File: src/rtl/per_id_delta_top_k_tracker_core_assert.svh
// Assertion macros shared by the tracker modules.
// Each macro expects i_clk and i_rst_n in the enclosing module.
`ifndef PER_ID_DELTA_TOP_K_TRACKER_CORE_ASSERT_SVH
`define PER_ID_DELTA_TOP_K_TRACKER_CORE_ASSERT_SVH

`ifndef ASSERT_OFF
`define PDTK_ASSERT(label, prop, msg) \
    label: assert property (@(posedge i_clk) disable iff (!i_rst_n) prop) else $error(msg);
`define PDTK_ASSERT_NEXT(label, ante, cons, msg) \
    label: assert property (@(posedge i_clk) disable iff (!i_rst_n) (ante) |=> (cons)) \
        else $error(msg);
`else
`define PDTK_ASSERT(label, prop, msg)
`define PDTK_ASSERT_NEXT(label, ante, cons, msg)
`endif

`endif

File: src/rtl/pdtk_pkg.sv
package pdtk_pkg;

    localparam int ID_SLOTS    = 32768;
    localparam int TOP_COUNT   = 5;
    localparam int ID_W        = 15;
    localparam int TIME_W      = 32;
    localparam int DELTA_W     = 31;
    localparam int RANK_W      = 3;
    localparam int ID_AW       = $clog2(ID_SLOTS);
    localparam int QUEUE_DEPTH = 4;
    localparam int QPTR_W      = $clog2(QUEUE_DEPTH);

    // Classified item handed from the front end to the list logic
    typedef struct packed {
        logic               compete;
        logic [ID_W-1:0]    id;
        logic [DELTA_W-1:0] delta;
        logic               last;
    } t_cls;

endpackage

File: src/rtl/pdtk_back.sv
module pdtk_back (
    input  logic                        i_clk,
    input  logic                        i_rst_n,
    input  logic                        i_q_valid,
    input  pdtk_pkg::t_cls              i_q_data,
    output logic                        o_q_pop,
    output logic                        o_valid,
    input  logic                        i_stall,
    output logic [pdtk_pkg::RANK_W-1:0]  o_rank,
    output logic [pdtk_pkg::ID_W-1:0]    o_top_id,
    output logic [pdtk_pkg::DELTA_W-1:0] o_top_delta,
    output logic                        o_last_rank
);

    logic [pdtk_pkg::ID_W-1:0]    r_ids    [pdtk_pkg::TOP_COUNT];
    logic [pdtk_pkg::DELTA_W-1:0] r_dl     [pdtk_pkg::TOP_COUNT];
    logic [pdtk_pkg::ID_W-1:0]    n_ids    [pdtk_pkg::TOP_COUNT];
    logic [pdtk_pkg::DELTA_W-1:0] n_dl     [pdtk_pkg::TOP_COUNT];
    logic [pdtk_pkg::ID_W-1:0]    r_em_ids [pdtk_pkg::TOP_COUNT];
    logic [pdtk_pkg::DELTA_W-1:0] r_em_dl  [pdtk_pkg::TOP_COUNT];
    logic                         r_em_busy;
    logic [pdtk_pkg::RANK_W-1:0]  r_em_idx;

    logic [pdtk_pkg::TOP_COUNT-1:0] ge;
    logic                           out_xfer;
    logic                           em_last;
    logic                           em_free;
    logic                           load;

    assign out_xfer = r_em_busy && !i_stall;
    assign em_last  = r_em_idx == pdtk_pkg::RANK_W'(pdtk_pkg::TOP_COUNT - 1);
    assign em_free  = !r_em_busy || (out_xfer && em_last);
    // A period end waits until the emitter can take a fresh snapshot
    assign o_q_pop  = i_q_valid && (!i_q_data.last || em_free);
    assign load     = o_q_pop && i_q_data.last;

    assign o_valid     = r_em_busy;
    assign o_rank      = r_em_idx;
    assign o_top_id    = r_em_ids[0];
    assign o_top_delta = r_em_dl[0];
    assign o_last_rank = em_last;

    // The list stays sorted, so ge is a run of ones from the top; ties stay above
    always_comb begin
        for (int i = 0; i < pdtk_pkg::TOP_COUNT; i++) begin
            ge[i] = r_dl[i] >= i_q_data.delta;
        end
        if (i_q_data.compete && !ge[0]) begin
            n_ids[0] = i_q_data.id;
            n_dl[0]  = i_q_data.delta;
        end else begin
            n_ids[0] = r_ids[0];
            n_dl[0]  = r_dl[0];
        end
        for (int i = 1; i < pdtk_pkg::TOP_COUNT; i++) begin
            if (!i_q_data.compete || ge[i]) begin
                n_ids[i] = r_ids[i];
                n_dl[i]  = r_dl[i];
            end else if (ge[i-1]) begin
                n_ids[i] = i_q_data.id;
                n_dl[i]  = i_q_data.delta;
            end else begin
                n_ids[i] = r_ids[i-1];
                n_dl[i]  = r_dl[i-1];
            end
        end
    end

    always_ff @(posedge i_clk) begin
        if (load) begin
            r_em_ids <= n_ids;
            r_em_dl  <= n_dl;
        end else if (out_xfer) begin
            for (int i = 0; i < pdtk_pkg::TOP_COUNT - 1; i++) begin
                r_em_ids[i] <= r_em_ids[i+1];
                r_em_dl[i]  <= r_em_dl[i+1];
            end
        end
    end

    always_ff @(posedge i_clk) begin
        if (!i_rst_n) begin
            for (int i = 0; i < pdtk_pkg::TOP_COUNT; i++) begin
                r_ids[i] <= '0;
                r_dl[i]  <= '0;
            end
            r_em_busy <= 1'b0;
            r_em_idx  <= '0;
        end else begin
            if (o_q_pop) begin
                if (i_q_data.last) begin
                    for (int i = 0; i < pdtk_pkg::TOP_COUNT; i++) begin
                        r_ids[i] <= '0;
                        r_dl[i]  <= '0;
                    end
                end else begin
                    r_ids <= n_ids;
                    r_dl  <= n_dl;
                end
            end
            if (load) begin
                r_em_busy <= 1'b1;
                r_em_idx  <= '0;
            end else if (out_xfer) begin
                r_em_idx <= r_em_idx + 1'b1;
                if (em_last) begin
                    r_em_busy <= 1'b0;
                end
            end
        end
    end

`include "per_id_delta_top_k_tracker_core_assert.svh"

    for (genvar g = 0; g < pdtk_pkg::TOP_COUNT - 1; g++) begin : g_sorted
        `PDTK_ASSERT(a_list_sorted, r_dl[g] >= r_dl[g+1], "top list out of order")
    end
    `PDTK_ASSERT_NEXT(a_snapshot_start, load, r_em_busy && r_em_idx == '0 && r_dl[0] == '0, "period end did not start a fresh run")
    `PDTK_ASSERT_NEXT(a_emit_holds, r_em_busy && i_stall, r_em_busy && $stable(r_em_idx) && $stable(r_em_dl[0]), "result moved while stalled")
    `PDTK_ASSERT(a_empty_slot, (r_dl[0] == '0) == (r_ids[0] == '0), "top slot id and delta disagree")

endmodule

File: config.mk
export PLATFORM = sky130hd
export DESIGN_NAME = pdtk_back
export DESIGN_NICKNAME = d
export VERILOG_FILES = /design/src/rtl/pdtk_pkg.sv /design/src/rtl/pdtk_back.sv
export VERILOG_INCLUDE_DIRS = /design/src /design/src/rtl
export SDC_FILE = /design/constraint.sdc
export NUM_CORES = 1
export LEC_CHECK = 0
export BUFFER_PORTS_ARGS = -buffer_cell sky130_fd_sc_hd__buf_4
export CORE_UTILIZATION = 44
export CTS_CLUSTER_DIAMETER = 120
export DETAILED_ROUTE_END_ITERATION = 10
export HOLD_SLACK_MARGIN = 0.1
export SLEW_MARGIN = 10
export SYNTH_ARGS = -nofsm -noshare
export SYNTH_HDL_FRONTEND = slang
export SYNTH_SLANG_ARGS = --single-unit
File: constraint.sdc
create_clock -name i_clk -period 11.8 [get_ports i_clk]
set_clock_uncertainty 0.2 [all_clocks]
set_input_delay 2.36 -clock i_clk [delete_from_list [all_inputs] [get_ports i_clk]]
set_output_delay 2.36 -clock i_clk [all_outputs]
set_load 0.03 [all_outputs]
==> summary.md <==
| Metric | Value |
|---|---|
| Multiplexer share of the synthesized area | 9.659% |
| Final core utilization | 49.49% |
| Cell Area, Synth | 0.02373 mm2 |
| Clock Sink Count | 464 |
| Final Hold Vio Count | 0 |
| Reg2Reg Depth | 8 |
| DP HPWL | 41450 um |
| Number of synthesized flops with an enable pin | 230 |
| Register area | 0.01159 mm2 |
| Arr. time, crit path | 6.55 ns |
| GRT Total Usage | 25.84% |
| Post-CTS setup buffer count | 0 |
| Largest net degree at the start of global routing | 130 |
| Synth async-reset ratio | 0% |
| Drt via density | 6.115 |
| Post-Route Setup TNS | 0 ns |
| Post-synth top area share | 29.10% |
| Min cycle time layout | 6.240 ns |
| Post-synthesis adder-cell area fraction | 8.278% |
| Placed cells | 2906 |
| Register area share after synthesis | 48.84% |
| Global-route wire length before repair | 108300 um |
| Clock network power share | 43.3% |
| Initial Util | 44.80% |
| Post-route clock period utilization | 52.88% |
| Place WS | 5.012 ns |
| Leak | 0.01019 uW |
| Ports | 104 |
| Residual DRC count | 5 |
| Most common cell in the netlist | nand2_1 |
| Critical Path End Type | register |
| Violated checks | DRC |
| Worst flop-to-flop path endpoint | r_dl[58] |
| Synth Register Bits | 464 |
| Vias in the first global route | 18020 |
| Outcome | finished with violations |
| Multi-input gate area | 0.01093 mm2 |
| Worst slew margin | 23.65% |
| Crit Path Class | in2reg |
| DRT Pass-1 Iters | 10 |
| F_max | 0.1603 GHz |
| Simple-gate area share of the yosys netlist | 9.706% |
| Clock transition at the registers of the reported paths | 0.06 ns |
| Clk buf depth | 3 |
| Syn_nets | 2487 |
| Dpl cell area | 0.02454 mm2 |
| Compound-Gate Fraction of Synth Area | 18.05% |
| WL final | 70700 um |
| XOR/XNOR share of the synthesized area | 0.07381% |
| Antenna Diode Count | 0 |
| Count of input and output buffers | 103 |
| Die Ht | 234.2 um |
| Fin nets | 2479 |
| Layout cell share with drive strength beyond 1 | 10.04% |
| Worst flop-to-flop path startpoint | r_dl[35] |
| H-tree depth | 2 |
| Critical path launch point type | input port |
| Worst setup margin | 5.560 ns |
| CTS tree | done |
| Antenna violations before repair | 0 |
| Setup violators final | 0 |
| Power Density | 144.2 mW/mm2 |
| Sw Pwr | 948.1 uW |
| Switching Fraction | 25.08% |
| Seq pwr share | 47.2% |
| Vias | 18330 |
| Overflow left after global routing | 0 |
| Worst Path Required | 12.11 ns |
| Maximum VDD drop | 0.09764 mV |
| Worst slew pin tran | 1.145 ns |
| Hold-fix buffers, CTS | 0 |
| Hold path start | r_ids[57] |
| Int Pwr | 2833 uW |
| Post-synthesis cell count | 2278 |
| Yosys warns | 0 |
| Setup crit end | r_dl[58] |
| Crit path max fanout | 28 |
| Core ar. | 0.05297 mm2 |
| RSZ-0062 raised after global routing | no |
| Post-DRT Antenna Nets | 0 |
| Main area contributors after synthesis | edfxtp_1, dfxtp_1, mux2i_1, ha_1, nand2_1 |
| Critical Path Source | i_q_data[5] |
| CTS Root Cell | clkbuf_16 |
| CTS Buf Count | 50 |
| WL/cell | 23.58 um |
| Max-slew violation count | 0 |
| P&R area growth vs syn | 10.47% |
| Yosys cell types | 63 |
| Post-synth top area cell | edfxtp_1 |
| Non-filler instance count after layout | 2998 |
| # Max-Cap Violations | 0 |
| Die X-Extent | 234.2 um |
| R2R setup slack | 7.24 ns |
| Main combinational cell family by area after synthesis | compound AO/OA/AOI/OAI gates |
| Final Instance Area | 0.02622 mm2 |
| Hold Crit Class | reg2reg |
| PostCTS Resize Cnt | 0 |
| Worst skew pair latency | 0.61 ns |
| Gp weighted congestion | 0.8910 |
| Iter 0 DRT Violations | 1797 |
| Num rows | 84 |
| Synth cell count leaders | nand2_1, dfxtp_1, edfxtp_1, mux2i_1, o21ai_0 |
| Syn avg cell area | 10.42 um2 |
| Fill cells | 4862 |
| Synth Flop Type | dfxtp_1 |
| Combinational share of power | 9.5% |
| Die area | 0.05487 mm2 |
worst max-delay path, stage by stage:
cell       delay (ns)
buf_4            0.14
inv_1            0.15
ha_1             0.28
a2111oi_0        0.44
o21ai_0          0.26
a31oi_1          0.22
a21boi_4         0.90
nand2_1          0.95
buf_4            0.56
o21ai_0          0.26
power groups by stage:
stage                     Clock, uW  Sequential (uW)  Combinational, uW
after floorplan                   0             1820                235
after global placement            0             1820                351
after detailed placement          0             1820                357
after CTS                      1660             1790                358
after global routing           1720             1790                387
final                          1640             1790                360
metrics by stage:
stage          hold WS, ns  power [uW]
2_1_floorplan       0.2416        2050
3_3_place_gp        0.2491        2169
3_5_place_dp        0.2611        2176
4_1_cts             0.2702        3802
5_1_grt             0.2928        3895
6_report            0.2693        3781
sequential cells by signal, summed over array words and instances (netlist names):
signal and count:
r_em_ids 60, r_ids 75, o_valid 1, r_dl 155, o_top_delta 31, o_rank 3, r_em_dl 124, o_top_id 15
kinds of logic (layout without fill, tap and decap cells):
kind of cell,after synthesis,after routing
flops,464,464
buf+inv,234,266
compound gates,652,652
simple gates,540,540
xor+xnor,2,2
fa+ha+maj,157,157
mux,229,229
how the worst min path moves through the flow:
stage / end / slack, ns / cells after the start
global placement: r_ids[15] / 0.25 / 2
global route: r_ids[4] / 0.29 / 2
floorplan: r_ids[51] / 0.24 / 2
CTS: r_ids[17] / 0.27 / 2
finish: r_ids[57] / 0.27 / 2
detailed placement: r_ids[51] / 0.26 / 2
layer usage:
metal  up-vias  GRT usage (%)  wire length (um)
li1       8448              -                 -
met1      8973          36.84             32410
met2       784          38.38             30410
met3       129          5.302              5742
met4         0          9.598              2141
met5         -              0                 0
cells in the final DEF (no fill, tap or decap), types with 47 or more instances in the layout:
cell and count:
edfxtp_1 230, o21ai_1 80, dfxtp_1 234, nand3_1 100, buf_4 128, clkbuf_16 51
a22oi_1 47, o21ai_0 178, mux2i_1 229, nand2_1 367, ha_1 157, o211ai_1 98
a21oi_1 61
cell type report:
type	count	area share (%)
clock buffer	71	5.422
clock inverter	21	0.9832
inverter	45	0.6538
multi-input combinational	1580	41.70
sequential	464	44.21
tap	688	3.284
timing repair buffer	129	3.742
No activity file was read; power rests on OpenSTA's default activity.
