**src/rtl/per_id_delta_top_k_tracker_core_assert.svh**
```systemverilog
// Assertion macros shared by the tracker modules.
// Each macro expects i_clk and i_rst_n in the enclosing module.
`ifndef PER_ID_DELTA_TOP_K_TRACKER_CORE_ASSERT_SVH
`define PER_ID_DELTA_TOP_K_TRACKER_CORE_ASSERT_SVH

`ifndef ASSERT_OFF
`define PDTK_ASSERT(label, prop, msg) \
    label: assert property (@(posedge i_clk) disable iff (!i_rst_n) prop) else $error(msg);
`define PDTK_ASSERT_NEXT(label, ante, cons, msg) \
    label: assert property (@(posedge i_clk) disable iff (!i_rst_n) (ante) |=> (cons)) \
        else $error(msg);
`else
`define PDTK_ASSERT(label, prop, msg)
`define PDTK_ASSERT_NEXT(label, ante, cons, msg)
`endif

`endif

```
**src/rtl/pdtk_pkg.sv**
```systemverilog
package pdtk_pkg;

    localparam int ID_SLOTS    = 32768;
    localparam int TOP_COUNT   = 5;
    localparam int ID_W        = 15;
    localparam int TIME_W      = 32;
    localparam int DELTA_W     = 31;
    localparam int RANK_W      = 3;
    localparam int ID_AW       = $clog2(ID_SLOTS);
    localparam int QUEUE_DEPTH = 4;
    localparam int QPTR_W      = $clog2(QUEUE_DEPTH);

    // Classified item handed from the front end to the list logic
    typedef struct packed {
        logic               compete;
        logic [ID_W-1:0]    id;
        logic [DELTA_W-1:0] delta;
        logic               last;
    } t_cls;

endpackage

```
**src/rtl/pdtk_queue.sv**
```systemverilog
module pdtk_queue (
    input  logic           i_clk,
    input  logic           i_rst_n,
    input  logic           i_push,
    input  pdtk_pkg::t_cls i_data,
    output logic           o_full,
    output logic           o_valid,
    output pdtk_pkg::t_cls o_data,
    input  logic           i_pop
);

    pdtk_pkg::t_cls              r_mem [pdtk_pkg::QUEUE_DEPTH];
    logic [pdtk_pkg::QPTR_W-1:0] r_wr_ptr;
    logic [pdtk_pkg::QPTR_W-1:0] r_rd_ptr;
    logic [pdtk_pkg::QPTR_W:0]   r_count;

    logic do_push;
    logic do_pop;

    assign o_full  = r_count == (pdtk_pkg::QPTR_W + 1)'(pdtk_pkg::QUEUE_DEPTH);
    assign o_valid = r_count != '0;
    assign o_data  = r_mem[r_rd_ptr];
    assign do_push = i_push && !o_full;
    assign do_pop  = i_pop && o_valid;

    always_ff @(posedge i_clk) begin
        if (do_push) begin
            r_mem[r_wr_ptr] <= i_data;
        end
    end

    always_ff @(posedge i_clk) begin
        if (!i_rst_n) begin
            r_wr_ptr <= '0;
            r_rd_ptr <= '0;
            r_count  <= '0;
        end else begin
            if (do_push) begin
                r_wr_ptr <= (r_wr_ptr == pdtk_pkg::QPTR_W'(pdtk_pkg::QUEUE_DEPTH - 1))
                            ? '0 : r_wr_ptr + 1'b1;
            end
            if (do_pop) begin
                r_rd_ptr <= (r_rd_ptr == pdtk_pkg::QPTR_W'(pdtk_pkg::QUEUE_DEPTH - 1))
                            ? '0 : r_rd_ptr + 1'b1;
            end
            if (do_push && !do_pop) begin
                r_count <= r_count + 1'b1;
            end else if (do_pop && !do_push) begin
                r_count <= r_count - 1'b1;
            end
        end
    end

endmodule

```
**config.mk**
```make
export PLATFORM = sky130hd
export DESIGN_NAME = pdtk_queue
export DESIGN_NICKNAME = d
export VERILOG_FILES = /design/src/rtl/per_id_delta_top_k_tracker_core_assert.svh /design/src/rtl/pdtk_pkg.sv /design/src/rtl/pdtk_queue.sv
export SDC_FILE = /design/constraint.sdc
export NUM_CORES = 1
export LEC_CHECK = 0
export ABC_AREA = 1
export BUFFER_PORTS_ARGS = -buffer_cell sky130_fd_sc_hd__buf_4
export CORE_MARGIN = 5
export CORE_UTILIZATION = 30
export CTS_BUF_LIST = sky130_fd_sc_hd__clkbuf_8
export DETAILED_ROUTE_END_ITERATION = 10
export GPL_TIMING_DRIVEN = 1
export SYNTH_ARGS = -nofsm -noshare
export SYNTH_HDL_FRONTEND = slang
export SYNTH_SLANG_ARGS = --single-unit
```
**constraint.sdc**
```tcl
create_clock -name i_clk -period 3.5 [get_ports i_clk]
set_input_delay 1.05 -clock i_clk [delete_from_list [all_inputs] [get_ports i_clk]]
set_output_delay 1.05 -clock i_clk [all_outputs]
set_load 0.005 [all_outputs]
```
==> flow_summary.html, run 1 <==
<table>
<tr><th>Metric</th><th>Value</th></tr>
<tr><th colspan="2">Run status</th></tr>
<tr><td>Outcome</td><td>completed</td></tr>
<tr><th colspan="2">STA</th></tr>
<tr><td>Slew of the pin with the lowest slew margin</td><td>0.738 ns</td></tr>
<tr><td>Final Cycle Share</td><td>0.886</td></tr>
<tr><td>Relative slew slack</td><td>0.508</td></tr>
<tr><td>Achievable frequency</td><td>322 MHz</td></tr>
<tr><td>Post-route minimum period</td><td>3.10 ns</td></tr>
<tr><td>Pins Over Slew Limit</td><td>0</td></tr>
<tr><td>Final Hold Fails</td><td>0</td></tr>
<tr><td>Number of setup violations in the final report</td><td>0</td></tr>
<tr><td>Post-route setup TNS</td><td>0 ns</td></tr>
<tr><td>Worst hold slack</td><td>about 0.52 ns</td></tr>
<tr><td>Clock skew</td><td>0.0139 ns</td></tr>
<tr><td>Worst-case setup margin in the final layout</td><td>0.398 ns</td></tr>
<tr><td>RSZ-0062 raised after global routing</td><td>false</td></tr>
<tr><th colspan="2">Worst setup path</th></tr>
<tr><td>Cell depth of the worst flop-to-flop path</td><td>9</td></tr>
<tr><td>Worst Path Required</td><td>~2.5 ns</td></tr>
<tr><td>Terminus of the critical flop-to-flop path</td><td>r_count[1]</td></tr>
<tr><td>Path type of the worst setup path</td><td>flip-flop to primary output</td></tr>
<tr><td>Termination of the worst setup path</td><td>o_data[1]</td></tr>
<tr><td>Endpoint class of the critical path</td><td>primary output</td></tr>
<tr><td>Reg2Reg Launch Point</td><td>r_count[1]</td></tr>
<tr><td>Crit path max fanout</td><td>96</td></tr>
<tr><td>Data arrival time of the worst path</td><td>around 2.1 ns</td></tr>
<tr><td>Nature of the critical path startpoint</td><td>flip-flop</td></tr>
<tr><td>FF-to-FF setup slack</td><td>around 1.4 ns</td></tr>
<tr><th colspan="2">GRT</th></tr>
<tr><td>Global routing met2 resource utilization</td><td>0.185</td></tr>
<tr><td>Number of antenna violations at the first check in global routing</td><td>1</td></tr>
<tr><td>Wire length of the first global-routing pass</td><td>26200 µm</td></tr>
<tr><td>Remaining global-route overflow</td><td>0</td></tr>
<tr><td>Largest net degree at the start of global routing</td><td>97</td></tr>
<tr><td>Routing usage on met3</td><td>0.0314</td></tr>
<tr><td>Via count of the first global-routing pass</td><td>4672</td></tr>
<tr><td>Combined global-route utilization of all metal layers</td><td>0.116</td></tr>
<tr><td>Most heavily used metal layer in global routing</td><td>met2</td></tr>
<tr><td>Met1 Use GR</td><td>0.157</td></tr>
<tr><th colspan="2">Synth</th></tr>
<tr><td>Post-Synthesis Cell Area</td><td>~7700 µm²</td></tr>
<tr><td>Cell type contributing the most total cell area after synthesis</td><td>sky130_fd_sc_hd__edfxtp_1</td></tr>
<tr><td>Yosys warnings</td><td>0</td></tr>
<tr><td>Number of enable flip-flop cells after synthesis</td><td>192</td></tr>
<tr><td>Share of async-settable or async-resettable flops after synthesis</td><td>0</td></tr>
<tr><td>Mean instance size in the synthesized netlist</td><td>14.3 µm²</td></tr>
<tr><td>Synth top area share</td><td>0.752</td></tr>
<tr><td>Instance count of the mapped netlist</td><td>536</td></tr>
<tr><td>Area contributors post-synth</td><td>sky130_fd_sc_hd__edfxtp_1 (75%), sky130_fd_sc_hd__o21ai_0 (5.8%), sky130_fd_sc_hd__nor2_1 (5.0%)</td></tr>
<tr><td>Sequential element share of the synthesized area</td><td>0.775</td></tr>
<tr><td>Number of different library cells in the post-synthesis netlist</td><td>24</td></tr>
<tr><td>Nets in the synthesized netlist</td><td>595</td></tr>
<tr><td>Most used flip-flop cell after synthesis</td><td>sky130_fd_sc_hd__edfxtp_1</td></tr>
<tr><td>Most instantiated cells after synthesis</td><td>sky130_fd_sc_hd__edfxtp_1 (192), sky130_fd_sc_hd__nor2_1 (103), sky130_fd_sc_hd__o21ai_0 (89), sky130_fd_sc_hd__o22ai_1 (48), sky130_fd_sc_hd__inv_1 (16)</td></tr>
<tr><td>Most frequently used cell type in the post-synthesis netlist</td><td>sky130_fd_sc_hd__edfxtp_1</td></tr>
<tr><td>Number of synthesized register bits</td><td>201</td></tr>
<tr><th colspan="2">Floorplanning</th></tr>
<tr><td>Count of standard-cell rows</td><td>58</td></tr>
<tr><td>Die Area</td><td>28900 µm²</td></tr>
<tr><td>Total core area</td><td>25200 µm²</td></tr>
<tr><td>Die Y-Extent</td><td>170 µm</td></tr>
<tr><td>Initial standard-cell utilization of the core</td><td>0.305</td></tr>
<tr><td>IO Count</td><td>roughly 100</td></tr>
<tr><td>Die Span X</td><td>170 µm</td></tr>
<tr><th colspan="2">Finish</th></tr>
<tr><td>Final-stage net count</td><td>slightly above 700</td></tr>
<tr><td>Non-filler cells, final</td><td>1002</td></tr>
<tr><td>Post-route standard cell area excluding fillers</td><td>9360 µm²</td></tr>
<tr><td>Fraction of final layout cells sized beyond drive strength 1</td><td>0.251</td></tr>
<tr><td>Antenna Diode Count</td><td>0</td></tr>
<tr><td>Synth-to-layout area growth</td><td>22.0%</td></tr>
<tr><td>Utilization after layout</td><td>0.372</td></tr>
<tr><th colspan="2">CTS</th></tr>
<tr><td>Clock network latency to the later pin of the worst-skew pair</td><td>0.49 ns</td></tr>
<tr><td>Clock tree from TritonCTS</td><td>done</td></tr>
<tr><td>Post-CTS resize count</td><td>0</td></tr>
<tr><td>H-tree depth</td><td>2</td></tr>
<tr><td>Register clock-pin slew on the reported worst setup and hold paths</td><td>0.06 ns</td></tr>
<tr><td>Number of setup buffers added after CTS</td><td>0</td></tr>
<tr><td>Clock root buffer</td><td>sky130_fd_sc_hd__clkbuf_8</td></tr>
<tr><td>Hold-fix buffer count after cts</td><td>0</td></tr>
<tr><td>CTS sink cnt</td><td>201</td></tr>
<tr><td>Maximum clock insertion buffer count</td><td>3</td></tr>
<tr><td>Inserted Clock Buffers</td><td>34</td></tr>
<tr><th colspan="2">Pwr</th></tr>
<tr><td>Sum of internal, switching and leakage power</td><td>6.82 mW</td></tr>
<tr><td>Static leakage</td><td>between 3 and 4 nW</td></tr>
<tr><td>Share of total power consumed by net switching</td><td>0.304</td></tr>
<tr><td>Logic pwr share</td><td>0.280</td></tr>
<tr><td>Power per Cell Area</td><td>729 nW/µm²</td></tr>
<tr><td>P_int</td><td>4.75 mW</td></tr>
<tr><td>Largest vdd supply drop</td><td>0.335 mV</td></tr>
<tr><td>Share of total power in the clock network</td><td>0.278</td></tr>
<tr><td>Switching power</td><td>between 2 and 2.5 mW</td></tr>
<tr><td>Fraction of power consumed by sequential logic</td><td>0.442</td></tr>
<tr><th colspan="2">Job</th></tr>
<tr><td>Number of max-cap violations</td><td>0</td></tr>
<tr><th colspan="2">Placed design</th></tr>
<tr><td>Placement-stage cell area</td><td>around 8700 µm²</td></tr>
<tr><td>Worst setup slack after placement</td><td>0.828 ns</td></tr>
<tr><td>Count of port buffers added during placement</td><td>101</td></tr>
<tr><td>Post-detail-place hpwl</td><td>10100 µm</td></tr>
<tr><td>Post-placement cell count</td><td>946</td></tr>
<tr><td>Gpl congestion</td><td>0.696</td></tr>
<tr><th colspan="2">Routing</th></tr>
<tr><td>Iter 0 DRT Violations</td><td>290</td></tr>
<tr><td>Post-detailed-routing wire length</td><td>roughly 17000 µm</td></tr>
<tr><td>Number of nets with antenna violations after detailed routing</td><td>0</td></tr>
<tr><td>Vias</td><td>4588</td></tr>
<tr><td>Drt drc</td><td>0</td></tr>
<tr><td>Number of optimization iterations in the first detailed-route pass</td><td>4</td></tr>
<tr><td>Routed WL per cell</td><td>17.0 µm</td></tr>
<tr><td>Post-DR vias/cell</td><td>about 4.6</td></tr>
<tr><th colspan="2">Worst hold path</th></tr>
<tr><td>Hold/Removal Path Class</td><td>flip-flop to flip-flop</td></tr>
</table>
[power by group through the flow]
stage | Combinational (mW) | Sequential (mW) | Clock [mW]
floorplan | 1.07 | 3.06 | 0
global placement | 1.95 | 3.06 | 0
detailed placement | 1.97 | 3.06 | 0
CTS | 1.97 | 3.01 | 1.96
global route | 2.14 | 3.04 | 2.08
finish | 1.91 | 3.01 | 1.90
[state kept, by name (all words and copies together) (netlist names), named ones only]
signal / cells
r_mem: 192
r_rd_ptr: 2
r_count: 3
r_wr_ptr: 2
[logic make-up after synthesis]
logic type / synth area share
adder cells (fa/ha/maj): 0.0124
AO/OA/AOI/OAI: 0.104
flip-flops: 0.775
buffers and inverters: 0.0398
AND/OR/NAND/NOR: 0.0683
[per-layer routing]
metal / wire length (µm) / share of wire / vias to the layer above
li1: - / - / 2212
met1: 7710 / 0.45 / 2200
met2: 7840 / 0.46 / 145
met3: 1190 / 0.069 / 29
met4: 304 / 0.018 / 2
met5: 13 / 0.00076 / -
[critical path, stage by stage, from the launching register on]
cell and delay [ns]:
sky130_fd_sc_hd__dfxtp_4 0.36, sky130_fd_sc_hd__inv_6 0.48, sky130_fd_sc_hd__o21ai_0 0.15, sky130_fd_sc_hd__o22ai_1 0.30
sky130_fd_sc_hd__buf_4 0.18
[final cells by class]
cell class                      count  area (µm²)
Fill cell                        2429       15800
Inverter                           18        72.6
Sequential cell                   201        5950
Timing Repair Buffer              111         858
Clock inverter                     19         103
Clock buffer                       37         509
Tap cell                          330         413
Multi-Input combinational cell    286        1450
[layout by cell type (no fill, tap or decap), drive strengths merged, types with 6 or more instances in the layout]
master	n
ha	6
edfxtp	192
o21ai	98
clkbuf	37
clkinv	6
nand2	15
buf	111
dfxtp	9
o22ai	48
nor2	113
inv	29
[worst min-delay path by stage]
stage                     from          to  slack (ns)  depth (start not counted)
floorplan           r_count[0]  r_count[0]        0.48                          2
global placement    r_count[0]  r_count[0]        0.50                          2
detailed placement  r_count[0]  r_count[0]        0.50                          2
CTS                 r_count[0]  r_count[0]        0.51                          2
global route        r_count[0]  r_count[0]        0.56                          2
finish              r_count[0]  r_count[0]        0.52                          2
(Power assumes the default switching activity.)
==> run 2: changes to the inputs <==
--- a/config.mk
+++ b/config.mk
@@ -8,10 +8,11 @@
 export ABC_AREA = 1
 export BUFFER_PORTS_ARGS = -buffer_cell sky130_fd_sc_hd__buf_4
 export CORE_MARGIN = 5
-export CORE_UTILIZATION = 30
+export CORE_UTILIZATION = 35
 export CTS_BUF_LIST = sky130_fd_sc_hd__clkbuf_8
 export DETAILED_ROUTE_END_ITERATION = 10
 export GPL_TIMING_DRIVEN = 1
+export PLACE_DENSITY = 0.55
 export SYNTH_ARGS = -nofsm -noshare
 export SYNTH_HDL_FRONTEND = slang
 export SYNTH_SLANG_ARGS = --single-unit
==> run 2 against run 1 <==
Clock power grew 5%. Critical path depth is the same. Via count grew 2.1%. Clock skew rose by 0.0034 ns. Combinational power about the same. First-iteration DRC count is 30% lower. Sequential share of layout area shrank 0.13 points. Routed wire length is essentially flat. Largest power group unchanged.
==> flow_summary.html, run 2 (synthesis gave the netlist of run 1 again) <==
<table>
<tr><th>Metric</th><th>Value</th></tr>
<tr><th colspan="2">CTS</th></tr>
<tr><td>Clock network latency to the later pin of the worst-skew pair</td><td>roughly 0.50 ns</td></tr>
<tr><td>Maximum clock insertion buffer count</td><td>3</td></tr>
<tr><td>Clock tree from TritonCTS</td><td>done</td></tr>
<tr><td>H-tree depth</td><td>2</td></tr>
<tr><td>Register clock-pin slew on the reported worst setup and hold paths</td><td>0.06 ns</td></tr>
<tr><td>CTS sink cnt</td><td>about 200</td></tr>
<tr><td>Clock root buffer</td><td>sky130_fd_sc_hd__clkbuf_8</td></tr>
<tr><td>Inserted Clock Buffers</td><td>35</td></tr>
<tr><td>Post-CTS resize count</td><td>0</td></tr>
<tr><td>Number of setup buffers added after CTS</td><td>0</td></tr>
<tr><td>Hold-fix buffer count after cts</td><td>0</td></tr>
<tr><th colspan="2">Finish</th></tr>
<tr><td>Multi-input combinational cell area</td><td>1450 µm²</td></tr>
<tr><td>Utilization after layout</td><td>0.432</td></tr>
<tr><td>Largest Register</td><td>r_mem</td></tr>
<tr><td>Leading cell types in the layout, fill and taps excluded</td><td>sky130_fd_sc_hd__edfxtp_1 (192), sky130_fd_sc_hd__buf_4 (105), sky130_fd_sc_hd__nor2_1 (99)</td></tr>
<tr><td>Commonest non-fill, non-tap cell in the layout</td><td>sky130_fd_sc_hd__edfxtp_1</td></tr>
<tr><td>Regs by FF count</td><td>r_mem (192), r_count (3)</td></tr>
<tr><td>Max FFs per register</td><td>about 190</td></tr>
<tr><td>Sequential cell area</td><td>5950 µm²</td></tr>
<tr><td>Non-filler cells, final</td><td>958</td></tr>
<tr><td>Final-stage net count</td><td>711</td></tr>
<tr><td>Fraction of final layout cells sized beyond drive strength 1</td><td>0.251</td></tr>
<tr><td>Antenna Diode Count</td><td>0</td></tr>
<tr><td>Filler cell count</td><td>1945</td></tr>
<tr><td>Synth-to-layout area growth</td><td>22.2%</td></tr>
<tr><th colspan="2">Floorplanning</th></tr>
<tr><td>Count of standard-cell rows</td><td>54</td></tr>
<tr><td>Die Y-Extent</td><td>158 µm</td></tr>
<tr><td>Total core area</td><td>21700 µm²</td></tr>
<tr><td>Die Area</td><td>25000 µm²</td></tr>
<tr><td>Initial standard-cell utilization of the core</td><td>0.354</td></tr>
<tr><td>IO Count</td><td>102</td></tr>
<tr><td>Die Span X</td><td>158 µm</td></tr>
<tr><th colspan="2">Placed design</th></tr>
<tr><td>Gpl congestion</td><td>0.748</td></tr>
<tr><td>Worst setup slack after placement</td><td>between 0.8 and 0.9 ns</td></tr>
<tr><td>Post-detail-place hpwl</td><td>9270 µm</td></tr>
<tr><td>Count of port buffers added during placement</td><td>101</td></tr>
<tr><td>Post-placement cell count</td><td>approximately 900</td></tr>
<tr><th colspan="2">GRT</th></tr>
<tr><td>Largest net degree at the start of global routing</td><td>97</td></tr>
<tr><td>Combined global-route utilization of all metal layers</td><td>0.135</td></tr>
<tr><td>Wire length of the first global-routing pass</td><td>between 20000 and 30000 µm</td></tr>
<tr><td>Remaining global-route overflow</td><td>0</td></tr>
<tr><td>Via count of the first global-routing pass</td><td>4955</td></tr>
<tr><td>Number of antenna violations at the first check in global routing</td><td>1</td></tr>
<tr><th colspan="2">Job</th></tr>
<tr><td>Number of max-cap violations</td><td>0</td></tr>
<tr><th colspan="2">STA</th></tr>
<tr><td>Worst-case setup margin in the final layout</td><td>0.482 ns</td></tr>
<tr><td>Final Cycle Share</td><td>0.862</td></tr>
<tr><td>Number of setup violations in the final report</td><td>0</td></tr>
<tr><td>Pins Over Slew Limit</td><td>0</td></tr>
<tr><td>Relative slew slack</td><td>0.507</td></tr>
<tr><td>Post-route minimum period</td><td>3.02 ns</td></tr>
<tr><td>Post-route setup TNS</td><td>0 ns</td></tr>
<tr><td>RSZ-0062 raised after global routing</td><td>false</td></tr>
<tr><td>Final Hold Fails</td><td>0</td></tr>
<tr><td>Clock skew</td><td>0.0173 ns</td></tr>
<tr><td>Achievable frequency</td><td>331 MHz</td></tr>
<tr><td>Slew of the pin with the lowest slew margin</td><td>0.740 ns</td></tr>
<tr><th colspan="2">Worst setup path</th></tr>
<tr><td>Delay-heaviest family, CP</td><td>buffers and inverters</td></tr>
<tr><td>Worst Path Required</td><td>2.45 ns</td></tr>
<tr><td>Nature of the critical path startpoint</td><td>flip-flop</td></tr>
<tr><td>Data arrival time of the worst path</td><td>roughly 2.0 ns</td></tr>
<tr><td>Critical Path, Cell by Cell</td><td>inv_6 &gt; o21ai_0 &gt; o22ai_1 &gt; buf_4</td></tr>
<tr><td>Cell depth of the worst flop-to-flop path</td><td>9</td></tr>
<tr><td>Endpoint class of the critical path</td><td>primary output</td></tr>
<tr><td>Crit path max fanout</td><td>96</td></tr>
<tr><td>Crit path buffers/inverters</td><td>2</td></tr>
<tr><td>Max stage delay on crit path</td><td>0.53 ns</td></tr>
<tr><td>Path type of the worst setup path</td><td>flip-flop to primary output</td></tr>
<tr><td>Total number of cells along the worst setup path</td><td>4</td></tr>
<tr><td>Cell at the slowest stage of the critical path</td><td>sky130_fd_sc_hd__inv_6</td></tr>
<tr><th colspan="2">Routing</th></tr>
<tr><td>Number of nets with antenna violations after detailed routing</td><td>0</td></tr>
<tr><td>Post-detailed-routing wire length</td><td>approximately 17000 µm</td></tr>
<tr><td>Iter 0 DRT Violations</td><td>202</td></tr>
<tr><td>Drt drc</td><td>0</td></tr>
<tr><td>Number of optimization iterations in the first detailed-route pass</td><td>4</td></tr>
<tr><td>Post-DR vias/cell</td><td>4.89</td></tr>
<tr><td>Routed WL per cell</td><td>roughly 18 µm</td></tr>
<tr><td>Vias</td><td>4683</td></tr>
<tr><th colspan="2">Pwr</th></tr>
<tr><td>Power per Cell Area</td><td>740 nW/µm²</td></tr>
<tr><td>Largest vdd supply drop</td><td>around 0.5 mV</td></tr>
<tr><td>Static leakage</td><td>3.36 nW</td></tr>
<tr><th colspan="2">Run status</th></tr>
<tr><td>Outcome</td><td>completed</td></tr>
<tr><th colspan="2">Worst hold path</th></tr>
<tr><td>Hold/Removal Path Class</td><td>flip-flop to flip-flop</td></tr>
<tr><td>Hold path cells</td><td>2</td></tr>
</table>
## run 2: cell count changes in the layout (fill, tap and decap cells not counted)
cell,change
sky130_fd_sc_hd__buf_12,+3
sky130_fd_sc_hd__buf_4,-4
sky130_fd_sc_hd__bufinv_16,+1
sky130_fd_sc_hd__clkinv_1,+4
sky130_fd_sc_hd__clkinv_2,+2
sky130_fd_sc_hd__clkinvlp_4,-1
sky130_fd_sc_hd__inv_1,+1
## run 2: per-stage QoR
stage | hold slack [ns] | instance area [µm²] | total power [mW]
after CTS | 0.519 | 9380 | 7.09
after detailed placement | 0.510 | 8710 | 5.04
after floorplan | 0.480 | 7670 | 4.12
final | 0.518 | 9380 | 6.93
after global placement | 0.493 | 8710 | 4.98
after global routing | 0.554 | 9380 | 7.40
## run 2: worst min-delay path, cell delays in order, from the launching register on
cell                      delay (ns)
sky130_fd_sc_hd__dfxtp_1        0.33
sky130_fd_sc_hd__inv_1          0.08
sky130_fd_sc_hd__a21oi_1        0.06
## run 2: where the power goes
group / internal (mW) / switching (mW)
Sequential: 2.94 / 0.0801
Clock: 1.12 / 0.875
Combinational: 0.792 / 1.13
Total: 4.85 / 2.08
## run 2: routing by layer
metal  part of all wire  track usage  vias up
li1                   -            -     2222
met1               0.41        0.161     2299
met2               0.49        0.230      129
met3              0.081       0.0457       31
met4              0.018       0.0463        2
met5             0.0012            0        -
## run 2: final timing paths
check / startpoint / to / slack, ns
min: r_count[0] / r_count[0] / 0.52
min reg2reg: r_count[0] / r_count[0] / 0.52
max reg2reg: r_count[1] / r_count[1] / 1.38
max: flip-flop / o_data[9] / 0.48
## run 2: cell type report
cell class,count,share of cell area
Timing Repair Buffer,110,0.0948
Inverter,18,0.00774
Clock buffer,37,0.0543
Multi-Input combinational cell,286,0.155
Clock inverter,26,0.0164
Sequential cell,201,0.635
Tap cell,280,0.0374
